==> src/sv/octree_point_insert_defines.svh <==
// Assertion macros shared by the octree point insert RTL
`ifndef OCTREE_POINT_INSERT_DEFINES_SVH
`define OCTREE_POINT_INSERT_DEFINES_SVH

// Same-cycle implication, checked outside reset
`define OPI_ASSERT_IMP(lbl, clk, rst, ante, cons) \
   lbl: assert property (@(posedge clk) disable iff (rst) (ante) |-> (cons)) \
      else $error("octree_point_insert: assertion failed");

// Next-cycle implication, checked outside reset
`define OPI_ASSERT_NXT(lbl, clk, rst, ante, cons) \
   lbl: assert property (@(posedge clk) disable iff (rst) (ante) |=> (cons)) \
      else $error("octree_point_insert: assertion failed");

`endif

==> src/sv/opi_pkg.sv <==
// Shared types, constants and codes of the octree point insert block
package opi_pkg;

   localparam int NODE_COUNT = 4096;
   localparam int NODE_AW    = $clog2(NODE_COUNT);
   localparam int FREE_W     = NODE_AW + 1;
   localparam int MAX_DEPTH  = 17;
   localparam int DEPTH_W    = 5;
   localparam int CODE_W     = 3 * MAX_DEPTH;
   localparam int COORD_W    = 32;
   localparam int COUNT_W    = 32;
   localparam int CSR_AW     = 3;
   localparam int CSR_DW     = 32;
   localparam int MODE_W     = 6;

   localparam logic [COUNT_W-1:0] COUNT_MAX  = '1;
   localparam logic [DEPTH_W-1:0] DEPTH_LIM  = DEPTH_W'(MAX_DEPTH);
   localparam logic [MODE_W-1:0]  MODE_RESET = MODE_W'(17);

   // configuration register indexes
   localparam logic [CSR_AW-1:0] CSR_MIN_X = 3'd0;
   localparam logic [CSR_AW-1:0] CSR_MIN_Y = 3'd1;
   localparam logic [CSR_AW-1:0] CSR_MIN_Z = 3'd2;
   localparam logic [CSR_AW-1:0] CSR_MAX_X = 3'd3;
   localparam logic [CSR_AW-1:0] CSR_MAX_Y = 3'd4;
   localparam logic [CSR_AW-1:0] CSR_MAX_Z = 3'd5;
   localparam logic [CSR_AW-1:0] CSR_CAP   = 3'd6;
   localparam logic [CSR_AW-1:0] CSR_MODE  = 3'd7;

   // command and status codes
   localparam logic CMD_INSERT  = 1'b0;
   localparam logic CMD_CLEAR   = 1'b1;
   localparam logic STAT_DONE   = 1'b0;
   localparam logic STAT_DROP   = 1'b1;

   typedef logic [7:0][NODE_AW-1:0] links_type;

   typedef enum logic [3:0] {
      S_INIT,
      S_IDLE,
      S_CLR,
      S_RD,
      S_CHK,
      S_AXIS,
      S_NEXT,
      S_LINK,
      S_OUT
   } state_type;

   // write requests from the sequencer to the node store
   typedef struct packed {
      logic               cnt_we;
      logic [NODE_AW-1:0] cnt_addr;
      logic [COUNT_W-1:0] cnt_data;
      logic [7:0]         row_mask;
      logic [NODE_AW-1:0] row_addr;
      logic [NODE_AW-1:0] row_data;
   } store_wr_type;

endpackage

==> src/sv/opi_axis.sv <==
// Shared axis unit: floor midpoint of a box span and upper-half compare
module opi_axis (
   input  logic signed [opi_pkg::COORD_W-1:0] lo,
   input  logic signed [opi_pkg::COORD_W-1:0] hi,
   input  logic signed [opi_pkg::COORD_W-1:0] pt,
   output logic signed [opi_pkg::COORD_W-1:0] mid,
   output logic                               upper
);

   logic signed [opi_pkg::COORD_W:0] sum;

   // sum in one extra bit; dropping the low bit is an arithmetic floor halve
   assign sum   = {lo[opi_pkg::COORD_W-1], lo} + {hi[opi_pkg::COORD_W-1], hi};
   assign mid   = sum[opi_pkg::COORD_W:1];
   assign upper = pt > mid;

endmodule

==> config.mk <==
export PLATFORM = sky130hd
export DESIGN_NAME = opi_axis
export DESIGN_NICKNAME = d
export VERILOG_FILES = /design/src/sv/octree_point_insert_defines.svh /design/src/sv/opi_pkg.sv /design/src/sv/opi_axis.sv
export SDC_FILE = /design/constraint.sdc
export NUM_CORES = 1
export LEC_CHECK = 0
export ABC_AREA = 1
export ABC_CLOCK_PERIOD_IN_PS = 5200
export BUFFER_PORTS_ARGS = -buffer_cell sky130_fd_sc_hd__clkbuf_2
export CORE_UTILIZATION = 25
export DETAILED_ROUTE_END_ITERATION = 12
export SLEW_MARGIN = 20
export SYNTH_ARGS = -nofsm -noshare
export SYNTH_HDL_FRONTEND = slang
export SYNTH_SLANG_ARGS = --single-unit
==> constraint.sdc <==
create_clock -name vclk -period 5.2
set_input_delay 0.26 -clock vclk [all_inputs]
set_output_delay 0.26 -clock vclk [all_outputs]
set_load 0.05 [all_outputs]
==> results.sh <==
export IMPL_hold_path_endpoint="mid[0]"
export IMPL_fin_area_mm2=0.003775
export IMPL_cp_start_kind="primary input"
export IMPL_yosys_warnings=0
export IMPL_portBuffers=129
export IMPL_synth_area_mm2=0.002950
export IMPL_final_nets=838
export IMPL_cp_startpoint="lo[16]"
export IMPL_cpPeakStageDelay_ns=0.41
export IMPL_routed_wl_um=10400
export IMPL_regArea_um2=0
export IMPL_vdd_drop_max_uv=100.2
export IMPL_drc=0
export IMPL_worstHoldPathCells=3
export IMPL_drtPass1Iterations=5
export IMPL_syn_inst=547
export IMPL_max_slew_margin=0.7005
export IMPL_mostFrequentLayoutCell="nand2_1"
export IMPL_cp_top_family="simple AND/OR/NAND/NOR gates"
export IMPL_p_leak_nw=2.271
export IMPL_cp_required_ns=4.94
export IMPL_path_buf_inv=2
export IMPL_dpl_instance_area_mm2=0.003775
export IMPL_rsz0062_at_grt="false"
export IMPL_critPathMaxFanout=4
export IMPL_grt_pass1_vias=3711
export IMPL_wl_per_cell_um=12.70
export IMPL_hold_viol=0
export IMPL_ant_nets=0
export IMPL_power_density_mw_per_mm2=191.3
export IMPL_critPathSlowestCell="a21oi_1"
export IMPL_ys_top_cells_by_area="ha_1, nand2_1, a21oi_1"
export IMPL_tns_ns=0
export IMPL_post_cts_setup_buffers=0
export IMPL_num_rows=39
export IMPL_synth_cell_types=23
export IMPL_crit_top_cell="nand2_1"
export IMPL_dpl_hpwl_um=9576
export IMPL_nClkBuffers=0
export IMPL_drive_gt1_frac=0.2012
export IMPL_finalCriticalPeriod_ns=3.597
export IMPL_antenna_found_initial=0
export IMPL_layout_area_overhead_vs_synth_pct=27.95
export IMPL_ios=129
export IMPL_fmax_mhz=278.0
export IMPL_finalCritPeriodShare=0.6918
export IMPL_hp_start="hi[1]"
export IMPL_synth_top_cell_area_share=0.2672
export IMPL_core_area_mm2=0.01147
export IMPL_critPathKind="in2out"
export IMPL_die_area_mm2=0.01224
export IMPL_layout_common_cells="nand2_1, clkbuf_2, inv_1"
export IMPL_diodes=0
export IMPL_ys_seq_area_frac=0
export IMPL_avgSynthCellArea_um2=5.394
export IMPL_viasPerCell=4.750
export IMPL_gp_congestion=0.9345
export IMPL_cts_hold_buf=0
export IMPL_drtIter0Drc=230
export IMPL_syn_num_nets=707
export IMPL_worstPathArrival_ns=3.34
export IMPL_die_w_um=110.6
export IMPL_grt_ovfl_total=0
export IMPL_crit_path_end_kind="primary output"
export IMPL_grt_max_degree=8
export IMPL_grt_pass1_wl_um=17040
export IMPL_cap_violations=0
export IMPL_crit_chain="clkbuf_2, ha_1, a21oi_1, o21ai_0, a21oi_1, nor2_1, nor2_1, nand2_1, nand2_1, nand2_1, ha_1, nand2_1, nor2_1, nand2_1, nor2_1, nand2_1, nand3_1, nand2_1, nor2_1, clkbuf_2"
export IMPL_yosysTopAreaCell="ha_1"
export IMPL_cts_resized_gates=0
export IMPL_outcome="completed"
export IMPL_setup_violations_final=0
export IMPL_timing_hold_ws_ns=1.088
export IMPL_hold_class="in2out"
export IMPL_die_h_um=110.6
export IMPL_initial_core_util=0.2573
export IMPL_flops_and_latches=0
export IMPL_vias=3890
export IMPL_finalMaxSlewViolations=0
export IMPL_worstMarginPinSlew_ns=0.4493
export IMPL_track_usage=0.1682
where the power goes:
group          switching (mW)  internal [mW]  leakage, nW  total (mW)
clock                       0              0            0           0
combinational           0.506          0.216         2.27       0.722
sequential                  0              0            0           0
worst max-delay path by stage:
stage,to,cells past startpoint
after floorplan,upper,22
after global placement,upper,20
after detailed placement,upper,20
after CTS,upper,20
after global routing,upper,20
final,upper,20
synth_stat cells, drive strengths merged:
cell    count
a21boi      1
a21o        4
a21oi      53
a31oi       1
and3b       1
fa          1
ha         63
inv        70
nand2     191
nand3      38
nand3b      4
nand4       3
nor2       63
nor3        7
nor4        1
o21a        4
o21ai      24
o21bai      2
xnor2       1
xor2       15
layer usage:
| layer | track usage | wire length [µm] |
|---|---|---|
| met1 | 0.2327 | 4974 |
| met2 | 0.2915 | 4777 |
| met3 | 0.01043 | 495 |
| met4 | 0.02311 | 153 |
| met5 | 0 | 0 |
per-stage QoR:
stage / instances / utilization / setup WS [ns] / power (mW)
floorplan: 547 / - / 1.281 / 0.5312
global placement: 819 / 0.3292 / 1.590 / 0.7209
detailed placement: 819 / 0.3292 / 1.639 / 0.7207
CTS: 819 / 0.3292 / 1.629 / 0.7236
global route: 819 / 0.3292 / 1.268 / 0.8013
finish: 819 / 0.3292 / 1.603 / 0.7220
cell type report:
| cell class | count | area, µm² |
|---|---|---|
| Inverter | 70 | 262.8 |
| Tap cell | 143 | 178.9 |
| Timing Repair Buffer | 129 | 645.6 |
| Fill cell | 1301 | 7692 |
| Multi-Input combinational cell | 477 | 2688 |
cells by family after synthesis:
| group | after synthesis | share of synthesized area |
|---|---|---|
| AO/OA/AOI/OAI | 89 | 0.1658 |
| XOR/XNOR | 16 | 0.04750 |
| adder cells (fa/ha/maj) | 64 | 0.2740 |
| buffers and inverters | 70 | 0.08906 |
| AND/OR/NAND/NOR | 308 | 0.4237 |
Note: power is estimated with default switching activity, not from simulation.
